### src/rtl/cfm_pkg.sv
// ----------------------------------------------------------------------------
// cfm_pkg
// Shared types, widths and constants of the clock frequency meter.
// ----------------------------------------------------------------------------
package cfm_pkg;

	localparam int COUNT_WIDTH_DEF = 32;

	localparam int REF_W   = 32;
	localparam int DEN_W   = 32;
	localparam int FREQ_W  = 32;
	localparam int WIN_W   = 16;
	localparam int RFREQ_W = 27;
	localparam int SPI_W   = 28;
	localparam int DIVR_W  = 16;
	localparam int ADDR_W  = 4;
	localparam int DATA_W  = 32;

	localparam logic [WIN_W-1:0]   WINDOW_RST   = 16'd100;
	localparam logic [RFREQ_W-1:0] REF_FREQ_RST = 27'd32768;
	localparam logic [SPI_W-1:0]   SPI_MAX_RST  = 28'd50000000;

	typedef enum logic [1:0] {
		REG_WINDOW   = 2'd0,
		REG_REF_FREQ = 2'd1,
		REG_SPI_MAX  = 2'd2,
		REG_NONE     = 2'd3
	} cfm_reg_t;

	typedef enum logic [1:0] {
		DIV_OP_CYC = 2'd0,
		DIV_OP_LO  = 2'd1,
		DIV_OP_SPI = 2'd2,
		DIV_OP_NONE = 2'd3
	} cfm_div_op_t;

	typedef enum logic [3:0] {
		ST_IDLE,
		ST_WAIT,
		ST_COUNT,
		ST_DQ_GO,
		ST_DQ_RUN,
		ST_MUL_HI,
		ST_MUL_LO,
		ST_DL_GO,
		ST_DL_RUN,
		ST_SUM,
		ST_DS_GO,
		ST_DS_RUN,
		ST_OUT
	} cfm_state_t;

	typedef struct packed {
		logic        cap_first;
		logic        cap_start;
		logic        cnt_inc;
		logic        div_go;
		cfm_div_op_t div_op;
		logic        mul_hi;
		logic        mul_lo;
		logic        sum_ld;
		logic        out_ld;
	} cfm_cmd_t;

	typedef struct packed {
		logic ref_changed;
		logic window_hit;
		logic div_busy;
		logic div_done;
		logic out_free;
	} cfm_sts_t;

endpackage

### src/rtl/cfm_div.sv
// ----------------------------------------------------------------------------
// cfm_div
// Radix-2 restoring divider, one quotient bit per cycle.
// ----------------------------------------------------------------------------
module cfm_div #(
	parameter int NUM_W = 32
) (
	input  logic                     clk,
	input  logic                     arst_n,
	input  logic                     go,
	input  logic [NUM_W-1:0]         num,
	input  logic [cfm_pkg::DEN_W-1:0] den,
	output logic                     busy,
	output logic                     done,
	output logic [NUM_W-1:0]         quo,
	output logic [cfm_pkg::DEN_W-1:0] rem
);

	localparam int CW = (NUM_W > 1) ? $clog2(NUM_W) : 1;

	logic [NUM_W-1:0]          quo_q;
	logic [cfm_pkg::DEN_W-1:0] rem_q;
	logic [cfm_pkg::DEN_W-1:0] den_q;
	logic [CW-1:0]             cnt_q;
	logic                      busy_q;
	logic                      done_q;
	logic [cfm_pkg::DEN_W:0]   trial;
	logic [cfm_pkg::DEN_W:0]   diff;
	logic                      qbit;

	assign trial = {rem_q, quo_q[NUM_W-1]};
	assign diff  = trial - {1'b0, den_q};
	assign qbit  = ~diff[cfm_pkg::DEN_W];

	always_ff @(posedge clk or negedge arst_n) begin
		if (!arst_n) begin
			busy_q <= 1'b0;
			done_q <= 1'b0;
			cnt_q  <= '0;
		end else begin
			done_q <= 1'b0;
			if (go) begin
				busy_q <= 1'b1;
				cnt_q  <= '0;
			end else if (busy_q) begin
				cnt_q <= cnt_q + CW'(1);
				if (cnt_q == CW'(NUM_W - 1)) begin
					busy_q <= 1'b0;
					done_q <= 1'b1;
				end
			end
		end
	end

	always_ff @(posedge clk) begin
		if (go) begin
			quo_q <= num;
			rem_q <= '0;
			den_q <= den;
		end else if (busy_q) begin
			quo_q <= {quo_q[NUM_W-2:0], qbit};
			rem_q <= qbit ? diff[cfm_pkg::DEN_W-1:0] : trial[cfm_pkg::DEN_W-1:0];
		end
	end

	assign busy = busy_q;
	assign done = done_q;
	assign quo  = quo_q;
	assign rem  = rem_q;

endmodule

### src/rtl/cfm_datapath.sv
// ----------------------------------------------------------------------------
// cfm_datapath
// Reference capture, cycle counter, frequency arithmetic and result register.
// ----------------------------------------------------------------------------
module cfm_datapath #(
	parameter int COUNT_WIDTH = cfm_pkg::COUNT_WIDTH_DEF
) (
	input  logic                        clk,
	input  logic                        arst_n,
	input  cfm_pkg::cfm_cmd_t           cmd,
	output cfm_pkg::cfm_sts_t           sts,
	input  logic [cfm_pkg::REF_W-1:0]   ref_time,
	input  logic [cfm_pkg::WIN_W-1:0]   window_ticks,
	input  logic [cfm_pkg::RFREQ_W-1:0] ref_freq_hz,
	input  logic [cfm_pkg::SPI_W-1:0]   spi_max_hz,
	output logic                        out_valid,
	input  logic                        out_stall,
	output logic [cfm_pkg::FREQ_W-1:0]  cpu_freq_hz,
	output logic [cfm_pkg::DIVR_W-1:0]  spi_divider
);

	localparam int NUM_W = (COUNT_WIDTH > cfm_pkg::FREQ_W) ? COUNT_WIDTH : cfm_pkg::FREQ_W;
	localparam int MUL_W = cfm_pkg::FREQ_W + cfm_pkg::RFREQ_W;

	logic [cfm_pkg::REF_W-1:0]  first_ref_q;
	logic [cfm_pkg::REF_W-1:0]  start_ref_q;
	logic [COUNT_WIDTH-1:0]     cycle_cnt_q;
	logic [cfm_pkg::DEN_W-1:0]  ticks_q;
	logic [cfm_pkg::FREQ_W-1:0] hi_q;
	logic [cfm_pkg::FREQ_W-1:0] prod_q;
	logic [cfm_pkg::FREQ_W-1:0] freq_q;
	logic [cfm_pkg::FREQ_W-1:0] cpu_freq_q;
	logic [cfm_pkg::DIVR_W-1:0] spi_div_q;
	logic                       out_valid_q;

	logic [cfm_pkg::REF_W-1:0]  delta;
	logic [cfm_pkg::WIN_W-1:0]  win;
	logic [NUM_W-1:0]           div_num;
	logic [cfm_pkg::DEN_W-1:0]  div_den;
	logic [NUM_W-1:0]           quo;
	logic [cfm_pkg::DEN_W-1:0]  rem;
	logic                       div_busy;
	logic                       div_done;
	logic [cfm_pkg::SPI_W:0]    spi_p1;
	logic [cfm_pkg::FREQ_W-1:0] mul_a;
	logic [MUL_W-1:0]           mul_full;
	logic                       sat;

	assign delta = ref_time - start_ref_q;
	assign win   = (window_ticks == '0) ? cfm_pkg::WIN_W'(1) : window_ticks;

	assign spi_p1 = {1'b0, spi_max_hz} + (cfm_pkg::SPI_W + 1)'(1);

	always_comb begin
		case (cmd.div_op)
			cfm_pkg::DIV_OP_CYC: begin
				div_num = NUM_W'(cycle_cnt_q);
				div_den = ticks_q;
			end
			cfm_pkg::DIV_OP_LO: begin
				div_num = NUM_W'(prod_q);
				div_den = ticks_q;
			end
			cfm_pkg::DIV_OP_SPI: begin
				div_num = NUM_W'(freq_q);
				div_den = cfm_pkg::DEN_W'({spi_p1, 1'b0});
			end
			default: begin
				div_num = '0;
				div_den = ticks_q;
			end
		endcase
	end

	cfm_div #(
		.NUM_W (NUM_W)
	) u_div (
		.clk    (clk),
		.arst_n (arst_n),
		.go     (cmd.div_go),
		.num    (div_num),
		.den    (div_den),
		.busy   (div_busy),
		.done   (div_done),
		.quo    (quo),
		.rem    (rem)
	);

	assign mul_a    = cmd.mul_lo ? rem : quo[cfm_pkg::FREQ_W-1:0];
	assign mul_full = MUL_W'(mul_a) * MUL_W'(ref_freq_hz);
	assign sat      = (quo[NUM_W-1:cfm_pkg::DIVR_W] != '0);

	always_ff @(posedge clk) begin
		if (cmd.cap_first) begin
			first_ref_q <= ref_time;
		end
		if (cmd.cap_start) begin
			start_ref_q <= ref_time;
			cycle_cnt_q <= '0;
		end else if (cmd.cnt_inc) begin
			cycle_cnt_q <= cycle_cnt_q + COUNT_WIDTH'(1);
			ticks_q     <= delta;
		end
		if (cmd.mul_hi) begin
			hi_q <= mul_full[cfm_pkg::FREQ_W-1:0];
		end
		if (cmd.mul_lo) begin
			prod_q <= mul_full[cfm_pkg::FREQ_W-1:0];
		end
		if (cmd.sum_ld) begin
			freq_q <= hi_q + quo[cfm_pkg::FREQ_W-1:0];
		end
		if (cmd.out_ld) begin
			cpu_freq_q <= freq_q;
			spi_div_q  <= sat ? '1 : quo[cfm_pkg::DIVR_W-1:0];
		end
	end

	always_ff @(posedge clk or negedge arst_n) begin
		if (!arst_n) begin
			out_valid_q <= 1'b0;
		end else if (cmd.out_ld) begin
			out_valid_q <= 1'b1;
		end else if (!out_stall) begin
			out_valid_q <= 1'b0;
		end
	end

	assign sts.ref_changed = (ref_time != first_ref_q);
	assign sts.window_hit  = (delta >= cfm_pkg::REF_W'(win));
	assign sts.div_busy    = div_busy;
	assign sts.div_done    = div_done;
	assign sts.out_free    = ~out_valid_q | ~out_stall;

	assign out_valid   = out_valid_q;
	assign cpu_freq_hz = cpu_freq_q;
	assign spi_divider = spi_div_q;

endmodule

### src/rtl/cfm_ctrl.sv
// ----------------------------------------------------------------------------
// cfm_ctrl
// Sequencer for measurement phases and the divide/multiply steps.
// ----------------------------------------------------------------------------
module cfm_ctrl (
	input  logic              clk,
	input  logic              arst_n,
	input  logic              in_valid,
	output logic              in_stall,
	input  logic              kind,
	input  cfm_pkg::cfm_sts_t sts,
	output cfm_pkg::cfm_cmd_t cmd
);

	cfm_pkg::cfm_state_t state_q;
	cfm_pkg::cfm_state_t state_nxt;
	logic                acc;
	logic                stall;

	always_comb begin
		case (state_q)
			cfm_pkg::ST_IDLE,
			cfm_pkg::ST_WAIT,
			cfm_pkg::ST_COUNT: stall = 1'b0;
			default:           stall = 1'b1;
		endcase
	end

	assign in_stall = stall;
	assign acc      = in_valid & ~stall;

	always_comb begin
		state_nxt = state_q;
		case (state_q)
			cfm_pkg::ST_IDLE: begin
				if (acc && !kind) state_nxt = cfm_pkg::ST_WAIT;
			end
			cfm_pkg::ST_WAIT: begin
				if (acc && kind && sts.ref_changed) state_nxt = cfm_pkg::ST_COUNT;
			end
			cfm_pkg::ST_COUNT: begin
				if (acc && !kind) begin
					state_nxt = cfm_pkg::ST_WAIT;
				end else if (acc && sts.window_hit) begin
					state_nxt = cfm_pkg::ST_DQ_GO;
				end
			end
			cfm_pkg::ST_DQ_GO:  state_nxt = cfm_pkg::ST_DQ_RUN;
			cfm_pkg::ST_DQ_RUN: begin
				if (sts.div_done) state_nxt = cfm_pkg::ST_MUL_HI;
			end
			cfm_pkg::ST_MUL_HI: state_nxt = cfm_pkg::ST_MUL_LO;
			cfm_pkg::ST_MUL_LO: state_nxt = cfm_pkg::ST_DL_GO;
			cfm_pkg::ST_DL_GO:  state_nxt = cfm_pkg::ST_DL_RUN;
			cfm_pkg::ST_DL_RUN: begin
				if (sts.div_done) state_nxt = cfm_pkg::ST_SUM;
			end
			cfm_pkg::ST_SUM:    state_nxt = cfm_pkg::ST_DS_GO;
			cfm_pkg::ST_DS_GO:  state_nxt = cfm_pkg::ST_DS_RUN;
			cfm_pkg::ST_DS_RUN: begin
				if (sts.div_done) state_nxt = cfm_pkg::ST_OUT;
			end
			cfm_pkg::ST_OUT: begin
				if (sts.out_free) state_nxt = cfm_pkg::ST_IDLE;
			end
			default: state_nxt = cfm_pkg::ST_IDLE;
		endcase
	end

	always_comb begin
		cmd = '0;
		cmd.div_op = cfm_pkg::DIV_OP_CYC;
		case (state_q)
			cfm_pkg::ST_IDLE: begin
				cmd.cap_first = acc & ~kind;
			end
			cfm_pkg::ST_WAIT: begin
				cmd.cap_first = acc & ~kind;
				cmd.cap_start = acc & kind & sts.ref_changed;
			end
			cfm_pkg::ST_COUNT: begin
				cmd.cap_first = acc & ~kind;
				cmd.cnt_inc   = acc & kind;
			end
			cfm_pkg::ST_DQ_GO: begin
				cmd.div_go = 1'b1;
				cmd.div_op = cfm_pkg::DIV_OP_CYC;
			end
			cfm_pkg::ST_MUL_HI: cmd.mul_hi = 1'b1;
			cfm_pkg::ST_MUL_LO: cmd.mul_lo = 1'b1;
			cfm_pkg::ST_DL_GO: begin
				cmd.div_go = 1'b1;
				cmd.div_op = cfm_pkg::DIV_OP_LO;
			end
			cfm_pkg::ST_SUM: cmd.sum_ld = 1'b1;
			cfm_pkg::ST_DS_GO: begin
				cmd.div_go = 1'b1;
				cmd.div_op = cfm_pkg::DIV_OP_SPI;
			end
			cfm_pkg::ST_OUT: cmd.out_ld = sts.out_free;
			default: cmd.div_op = cfm_pkg::DIV_OP_CYC;
		endcase
	end

	always_ff @(posedge clk or negedge arst_n) begin
		if (!arst_n) begin
			state_q <= cfm_pkg::ST_IDLE;
		end else begin
			state_q <= state_nxt;
		end
	end

endmodule

### src/rtl/clock_frequency_meter_core.sv
// ----------------------------------------------------------------------------
// clock_frequency_meter_core
// Reciprocal frequency meter: counts local cycles over a reference window.
// ----------------------------------------------------------------------------
// While idle, while waiting for a reference edge and while counting, one
// sample beat is taken every cycle. When the reference has advanced by the
// window, the input stalls while a shared radix-2 divider (one quotient bit
// per cycle, dividend width the larger of COUNT_WIDTH and 32) runs three
// divisions and one multiplier runs two products, and it stays stalled until
// the result register is free. A finished result waits in its own register
// without blocking the next start beat.
module clock_frequency_meter_core #(
	parameter int COUNT_WIDTH = cfm_pkg::COUNT_WIDTH_DEF
) (
	input  logic                        clk,
	input  logic                        arst_n,
	input  logic                        in_valid,
	output logic                        in_stall,
	input  logic                        kind,
	input  logic [cfm_pkg::REF_W-1:0]   ref_time,
	output logic                        out_valid,
	input  logic                        out_stall,
	output logic [cfm_pkg::FREQ_W-1:0]  cpu_freq_hz,
	output logic [cfm_pkg::DIVR_W-1:0]  spi_divider,
	input  logic                        psel,
	input  logic                        penable,
	input  logic                        pwrite,
	input  logic [cfm_pkg::ADDR_W-1:0]  paddr,
	input  logic [cfm_pkg::DATA_W-1:0]  pwdata,
	output logic [cfm_pkg::DATA_W-1:0]  prdata,
	output logic                        pready
);

	logic [cfm_pkg::WIN_W-1:0]   window_q;
	logic [cfm_pkg::RFREQ_W-1:0] ref_freq_q;
	logic [cfm_pkg::SPI_W-1:0]   spi_max_q;
	logic                        wr_en;
	cfm_pkg::cfm_reg_t           reg_sel;
	cfm_pkg::cfm_cmd_t           cmd;
	cfm_pkg::cfm_sts_t           sts;

	assign pready  = 1'b1;
	assign wr_en   = psel & penable & pwrite & pready;
	assign reg_sel = cfm_pkg::cfm_reg_t'(paddr[cfm_pkg::ADDR_W-1:2]);

	always_ff @(posedge clk or negedge arst_n) begin
		if (!arst_n) begin
			window_q   <= cfm_pkg::WINDOW_RST;
			ref_freq_q <= cfm_pkg::REF_FREQ_RST;
			spi_max_q  <= cfm_pkg::SPI_MAX_RST;
		end else if (wr_en) begin
			case (reg_sel)
				cfm_pkg::REG_WINDOW:   window_q   <= pwdata[cfm_pkg::WIN_W-1:0];
				cfm_pkg::REG_REF_FREQ: ref_freq_q <= pwdata[cfm_pkg::RFREQ_W-1:0];
				cfm_pkg::REG_SPI_MAX:  spi_max_q  <= pwdata[cfm_pkg::SPI_W-1:0];
				default:               window_q   <= window_q;
			endcase
		end
	end

	always_comb begin
		case (reg_sel)
			cfm_pkg::REG_WINDOW:   prdata = cfm_pkg::DATA_W'(window_q);
			cfm_pkg::REG_REF_FREQ: prdata = cfm_pkg::DATA_W'(ref_freq_q);
			cfm_pkg::REG_SPI_MAX:  prdata = cfm_pkg::DATA_W'(spi_max_q);
			default:               prdata = '0;
		endcase
	end

	cfm_ctrl u_ctrl (
		.clk      (clk),
		.arst_n   (arst_n),
		.in_valid (in_valid),
		.in_stall (in_stall),
		.kind     (kind),
		.sts      (sts),
		.cmd      (cmd)
	);

	cfm_datapath #(
		.COUNT_WIDTH (COUNT_WIDTH)
	) u_datapath (
		.clk          (clk),
		.arst_n       (arst_n),
		.cmd          (cmd),
		.sts          (sts),
		.ref_time     (ref_time),
		.window_ticks (window_q),
		.ref_freq_hz  (ref_freq_q),
		.spi_max_hz   (spi_max_q),
		.out_valid    (out_valid),
		.out_stall    (out_stall),
		.cpu_freq_hz  (cpu_freq_hz),
		.spi_divider  (spi_divider)
	);

	a_out_slot_free: assert property (@(posedge clk) disable iff (!arst_n)
		cmd.out_ld |-> !(out_valid && out_stall))
		else $error("result loaded over an unaccepted beat");

	a_div_idle_on_go: assert property (@(posedge clk) disable iff (!arst_n)
		cmd.div_go |-> !sts.div_busy)
		else $error("divider restarted while busy");

	a_stall_while_div: assert property (@(posedge clk) disable iff (!arst_n)
		sts.div_busy |-> in_stall)
		else $error("input taken during division");

	a_out_from_load: assert property (@(posedge clk) disable iff (!arst_n)
		$rose(out_valid) |-> $past(cmd.out_ld))
		else $error("result beat without load");

endmodule
### config.mk
export PLATFORM = sky130hd
export DESIGN_NAME = clock_frequency_meter_core
export DESIGN_NICKNAME = d
export VERILOG_FILES = /design/src/rtl/cfm_pkg.sv /design/src/rtl/cfm_div.sv /design/src/rtl/cfm_datapath.sv /design/src/rtl/cfm_ctrl.sv /design/src/rtl/clock_frequency_meter_core.sv
export SDC_FILE = /design/constraint.sdc
export NUM_CORES = 2
export LEC_CHECK = 0
export CORE_MARGIN = 4
export CORE_UTILIZATION = 50
export CTS_CLUSTER_SIZE = 28
export DETAILED_ROUTE_END_ITERATION = 10
export DONT_BUFFER_PORTS = 1
export GPL_TIMING_DRIVEN = 0
export MAX_ROUTING_LAYER = met4
export PLACE_DENSITY = 0.72
export SLEW_MARGIN = 20
export SYNTH_ARGS = -nofsm -noshare
export SYNTH_HDL_FRONTEND = slang
export SYNTH_SLANG_ARGS = --single-unit
### constraint.sdc
create_clock -name clk -period 12.5 [get_ports clk]
set_input_delay 2.5 -clock clk [delete_from_list [all_inputs] [get_ports clk]]
set_output_delay 2.5 -clock clk [all_outputs]
set_load 0.02 [all_outputs]
==> Word level (Yosys, flattened, before mapping) <==
Cells that the tools add are included.
W data, S select, Z words.
{ "classes": {"div": 0, "magnitude_cmp": 1, "eq_ne": 26, "n_shift": 0, "reduce_logical": 18, "n_mul": 1, "n_bitwise": 12, "addsub": 6, "mux": 37} }
{ "ops": {"columns": ["operator", "n"], "rows": [
  ["$mux W32", 4],
  ["$pmux W32 S3", 1],
  ["$pmux W28 S3", 1],
  ["$pmux W4 S13", 1],
  ["$sub A33 B32 Y33", 1],
  ["$add A32 B1 Y32 const B", 1],
  ["$add A32 B32 Y32", 1],
  ["$ge A32 B16 Y1", 1],
  ["$mul A32 B27 Y32", 1],
  ["$mux W4", 8],
  ["$ne A32 B32 Y1", 1],
  ["$sub A32 B32 Y32", 1],
  ["$mux W30", 1],
  ["$add A28 B1 Y29 const B", 1],
  ["$eq A4 B4 Y1 const B", 5],
  ["$mux W1", 17],
  ["$eq A4 B3 Y1 const B", 4],
  ["$logic_not A16 Y1", 1],
  ["$mux W16", 1],
  ["$reduce_bool A16 Y1", 1],
  ["$ne A2 B1 Y1 const B", 7],
  ["$mux W5", 2],
  ["$eq A4 B2 Y1 const B", 2],
  ["$reduce_and A2 Y1", 4],
  ["other kinds (17)", 33]
]} }
{ "word_totals": {"ram_bits": 0, "out_inout_bits": 83, "ff_bits": 451, "latch_bits": 0, "romBits": 0, "mem_count": 0, "input_bits": 76, "wordCells": 122} }

==> Longest topological paths before layout <==
{ "depth": {"ltp_word": 8, "ltp_mapped": 31, "ltp_nobuf": 28} }

==> Cells and area by module <==
Synthesis repeated with hierarchy kept, for this count alone.
{ "unflattened": {"cells_unflattened": 3935, "area_unflattened_um2": 39761.9} }
{ "by_module_without_submodules": {"columns": ["mod", "n_inst", "cells_each", "seq_area_each_um2", "area_each_um2"], "rows": [
  ["cfm_datapath", 1, 3108, 7872.6, 30246.5],
  ["cfm_div", 1, 546, 2737.6, 5846.9],
  ["clock_frequency_meter_core", 1, 230, 1796.7, 3200.6],
  ["cfm_ctrl", 1, 51, 100.1, 467.9]
]} }

==> Least setup slack after synthesis <==
Ideal clock, no wire load.
{ "synth_path": {"path_kind": "reg-to-reg", "start": "register u_ctrl.state_q[3]", "end": "register u_datapath.hi_q[30] (netlist bit) (data pin)", "period_less_slack_ns": 7.964, "n_path_buf": 4, "arrival_ns": 7.693, "stages_incl_launch_ff": 31, "setup_time_ns": 0.271, "path_slack_ns": 4.536, "required_ns": 12.229, "cell_sequence": "dfrtp_1 buf_2 nand2b_1 nor2_2 buf_2 mux2_2 clkbuf_1 clkbuf_1 and2_1 fa_1 inv_1 fa_1 fa_1 fa_1 inv_1 ha_1 fa_1 inv_1 fa_1 inv_1 ha_1 a21o_1 a21o_1 a21oi_1 nand2_1 nor3_1 nor3_1 o31ai_1 o21ai_0 o41ai_1 xnor2_1"} }
{ "synth_between": {"elab_chain_cells": 4} }
{ "synth_lines": {"columns": ["element", "line", "source"], "rows": [
  ["from (decl)", "cfm_ctrl.sv:15", "cfm_pkg::cfm_state_t state_q;"],
  ["from (signal assigned)", "cfm_ctrl.sv:107", "state_q <= cfm_pkg::ST_IDLE;"],
  ["from (signal assigned)", "cfm_ctrl.sv:109", "state_q <= state_nxt;"],
  ["$eq A4 B3 Y1", "cfm_ctrl.sv:73", "case (state_q)"],
  ["$mux W1", "cfm_ctrl.sv:73", null],
  ["$mux W32", "cfm_datapath.sv:89", "assign mul_a = cmd.mul_lo ? rem : quo[cfm_pkg::FREQ_W-1:0];"],
  ["$mul A32 B27 Y32", "cfm_datapath.sv:90", "assign mul_full = MUL_W'(mul_a) * MUL_W'(ref_freq_hz);"],
  ["net u_datapath.mul_full[30]", "cfm_datapath.sv:46", "logic [MUL_W-1:0] mul_full;"],
  ["to (signal assigned)", "cfm_datapath.sv:105", "hi_q <= mul_full[cfm_pkg::FREQ_W-1:0];"],
  ["to (decl)", "cfm_datapath.sv:29", "logic [cfm_pkg::FREQ_W-1:0] hi_q;"]
]} }
The timed path passes the listed nets, and every way through them passes these cells.
A chain may end at the register's enable or synchronous reset.

==> Worst setup path in the final report <==
{ "layout_path": {"start": "register u_ctrl.state_q[3]", "end": "register u_datapath.prod_q[30] (netlist bit) (data pin)"} }
{ "layout_between": {"elab_chain_cells": 4} }
{ "layout_lines": {"columns": ["element", "line", "source"], "rows": [
  ["$eq A4 B3 Y1", "cfm_ctrl.sv:73", null],
  ["$mux W1", "cfm_ctrl.sv:73", null],
  ["$mux W32", "cfm_datapath.sv:89", null],
  ["$mul A32 B27 Y32", "cfm_datapath.sv:90", null],
  ["net u_datapath.mul_full[30]", "cfm_datapath.sv:46", null],
  ["to (signal assigned)", "cfm_datapath.sv:108", "prod_q <= mul_full[cfm_pkg::FREQ_W-1:0];"],
  ["to (decl)", "cfm_datapath.sv:30", "logic [cfm_pkg::FREQ_W-1:0] prod_q;"]
]} }
The timed path passes the listed nets, and every way through them passes these cells.

==> results.cfg <==
[status]
status = complete, no violations

[place]
dp_slack_ps = 2260
place_hpwl_microns = 92100
portBuffers = 0
gp_congestion = 0.993
postPlaceCellArea_sq_um = 40700

[cts]
post_cts_buffers = 0
cts_buffers = 45
postCtsHoldBufs = 0
cts.sinks = 451
cts_tree = built
clk_latency_ps = 610
ctsLongestPathBuffers = 3
cts.htree.levels = 2
ctsResizeCount = 0
cts-root-buf = clkbuf_16
clk_pin_slew_ps = 70

[hold_path]
hp-class = reg2reg

[floorplan]
dieHeight_microns = 288
initial_core_util_pct = 50.6
dieArea_sq_um = 83100
core_area_sq_um = 77600
rows = 102
pin_count = 159
die_x_microns = 288

[global_routing]
grt_pass1_vias = 29200
grt_first_pass_wirelength_microns = 177000
grt_max_degree = 84
antenna_found_initial = 8
grt_usage_pct = 28.9
grt_overflow = 0

[timing]
layout_setup_ws_ps = 2120
period_share_pct = 83.1
fin_tns_setup_ps = 0
drv_slew = 0
rsz0062_at_grt = false
hold_viol_final = 0
tightest_slew_ps = 1220
hold_ws_ps = 469
maxSlewHeadroom_pct = 17.9
clock.fmax_ghz = 0.0963
fin_skew_ps = 35.6
layout_min_cycle_time_ps = 10380
finalSetupViolations = 0

[cells_and_area]
synthToLayoutAreaGrowth_pct = 7.56
layout_common_cells = inv_1, nand2_1, fa_1, edfxtp_1, and2_1
drive_gt1_share_pct = 6.79
final_common_cell = inv_1
fin_area_sq_um = 42200
nets = 4670
fillers = 6874

[route]
viasPerCell = 5.75
vias = 29100
drc = 0
wirelength_microns = 116000
drt-pass1-iter-count = 5
wl_per_cell_microns = 22.9
ant_nets = 0
drtIter0Drc = 2657

[worst_setup_path]
required_ps = 12810
crit_type = reg2reg
crit_fanout = 41
cp-end-kind = flip-flop
max_stage_delay_ps = 930
cp_slowest_cell = buf_2
worstPathArrival_ps = 10690
cp_num_buf_inv = 11
crit_path_start_kind = flip-flop
crit_family = adder cells

[yosys]
synth_top_area_share_pct = 23.2
synthArstFlopShare_pct = 18.4
synth-seq-area-share_pct = 31.8
synth_cells = 3913
synth_top_cells_by_area = edfxtp_1, fa_1, ha_1
synth_edf_count = 304
ys.flop_type = edfxtp_1
synth_cell_type_count = 102
ys_warn_count = 0
yosys.area.top_type = edfxtp_1
syn_area_per_cell_sq_um = 10.0
syn_area_sq_um = 39300
synth_seq_cells = 451

[job]
max-cap-violations = 0
kinds of logic after synthesis:
| kind of cell | synth area share, % |
|---|---|
| DFF | 31.8 |
| xor gates and xnor gates | 5.06 |
| muxes | 3.99 |
| buffers and inverters | 7.75 |
| adders and majority gates | 27.7 |
| other | 0.0191 |
| AOI/OAI and AO/OA | 9.46 |
| and+or+nand+nor | 14.2 |
worst reg2reg max path: cells and delay by family, from the launching register on:
| family | cells | cell delay (ps) |
|---|---|---|
| and+or+nand+nor | 6 | 1460 |
| DFF | 1 | 360 |
| AOI/OAI and AO/OA | 4 | 1170 |
| buffers and inverters | 11 | 2590 |
| adders and majority gates | 8 | 3900 |
| muxes | 1 | 420 |
| xor gates and xnor gates | 1 | 200 |
worst paths after layout:
kind	slack, ps	to	startpoint	cells past startpoint
worst min-delay path	470	u_datapath.cpu_freq_hz[4]	u_datapath.freq_q[4]	0
worst max register to register	2120	u_datapath.prod_q[30]	u_ctrl.state_q[3]	31
min in group asynchronous	1610	ref_freq_q[22]	arst_n	0
worst min register to register	470	u_datapath.cpu_freq_hz[4]	u_datapath.freq_q[4]	0
worst max-delay path	2120	u_datapath.prod_q[30]	u_ctrl.state_q[3]	31
max in group asynchronous	10610	spi_max_q[25]	arst_n	0
per-layer routing:
layer | wire length (microns) | track usage (%) | part of all wire [%]
met5 | 0 | - | 0
met4 | 4710 | 9.53 | 4.1
met3 | 12700 | 7.10 | 11
met2 | 51800 | 44.0 | 45
met1 | 46700 | 38.3 | 40
through the flow:
step,util (%),instances
floorplan,-,3916
global placement,52.3,4956
detailed placement,52.5,4962
CTS,54.4,5045
global route,54.4,5052
finish,54.4,5055
sequential cells by signal (all words and copies together) (netlist names):
register	flops
u_datapath.prod_q	32
spi_max_q	28
u_datapath.out_valid	1
u_datapath.start_ref_q	32
u_datapath.hi_q	32
u_datapath.u_div.rem	32
window_q	16
u_datapath.u_div.done	1
u_datapath.u_div.cnt_q	5
u_datapath.ticks_q	32
u_datapath.first_ref_q	32
ref_freq_q	27
u_ctrl.state_q	4
u_datapath.u_div.busy	1
u_datapath.freq_q	32
u_datapath.cycle_cnt_q	32
u_datapath.u_div.den_q	32
u_datapath.cpu_freq_hz	32
u_datapath.spi_divider	16
u_datapath.u_div.quo	32
layout make-up:
class / count / area [sq um] / share of cell area [%]
Clock inverter: 22 / 238 / 0.563
Antenna cell: 9 / 22.5 / 0.0533
Timing Repair Buffer: 7 / 155 / 0.367
Buffer: 170 / 703 / 1.66
Clock buffer: 61 / 1220 / 2.88
Tap cell: 1040 / 1300 / 3.08
Inverter: 624 / 2340 / 5.54
Multi-Input combinational cell: 2671 / 23800 / 56.2
Sequential cell: 451 / 12500 / 29.6
Yosys cell counts (10+ instances only):
cell,count
inv_1,624
nand2_1,414
fa_1,408
edfxtp_1,304
and2_1,263
ha_1,216
o21ai_0,157
clkbuf_1,148
xnor2_1,133
nor2_1,130
a21oi_1,110
mux2_2,100
xor2_1,92
dfrtp_1,67
dfxtp_1,64
a21o_1,59
a22oi_1,48
nand3_1,48
mux2i_1,44
nor3_1,42
nand4_1,30
nand2b_1,29
o21a_1,28
a31oi_1,27
and3_1,27
nor2b_1,27
nor4_1,21
or3_1,18
or2_2,17
dfstp_2,16
a211oi_1,13
a22o_1,11
buf_4,10
Power is not shown: default switching activity piles up to over one toggle a cycle in this logic, so the estimate is an artifact.
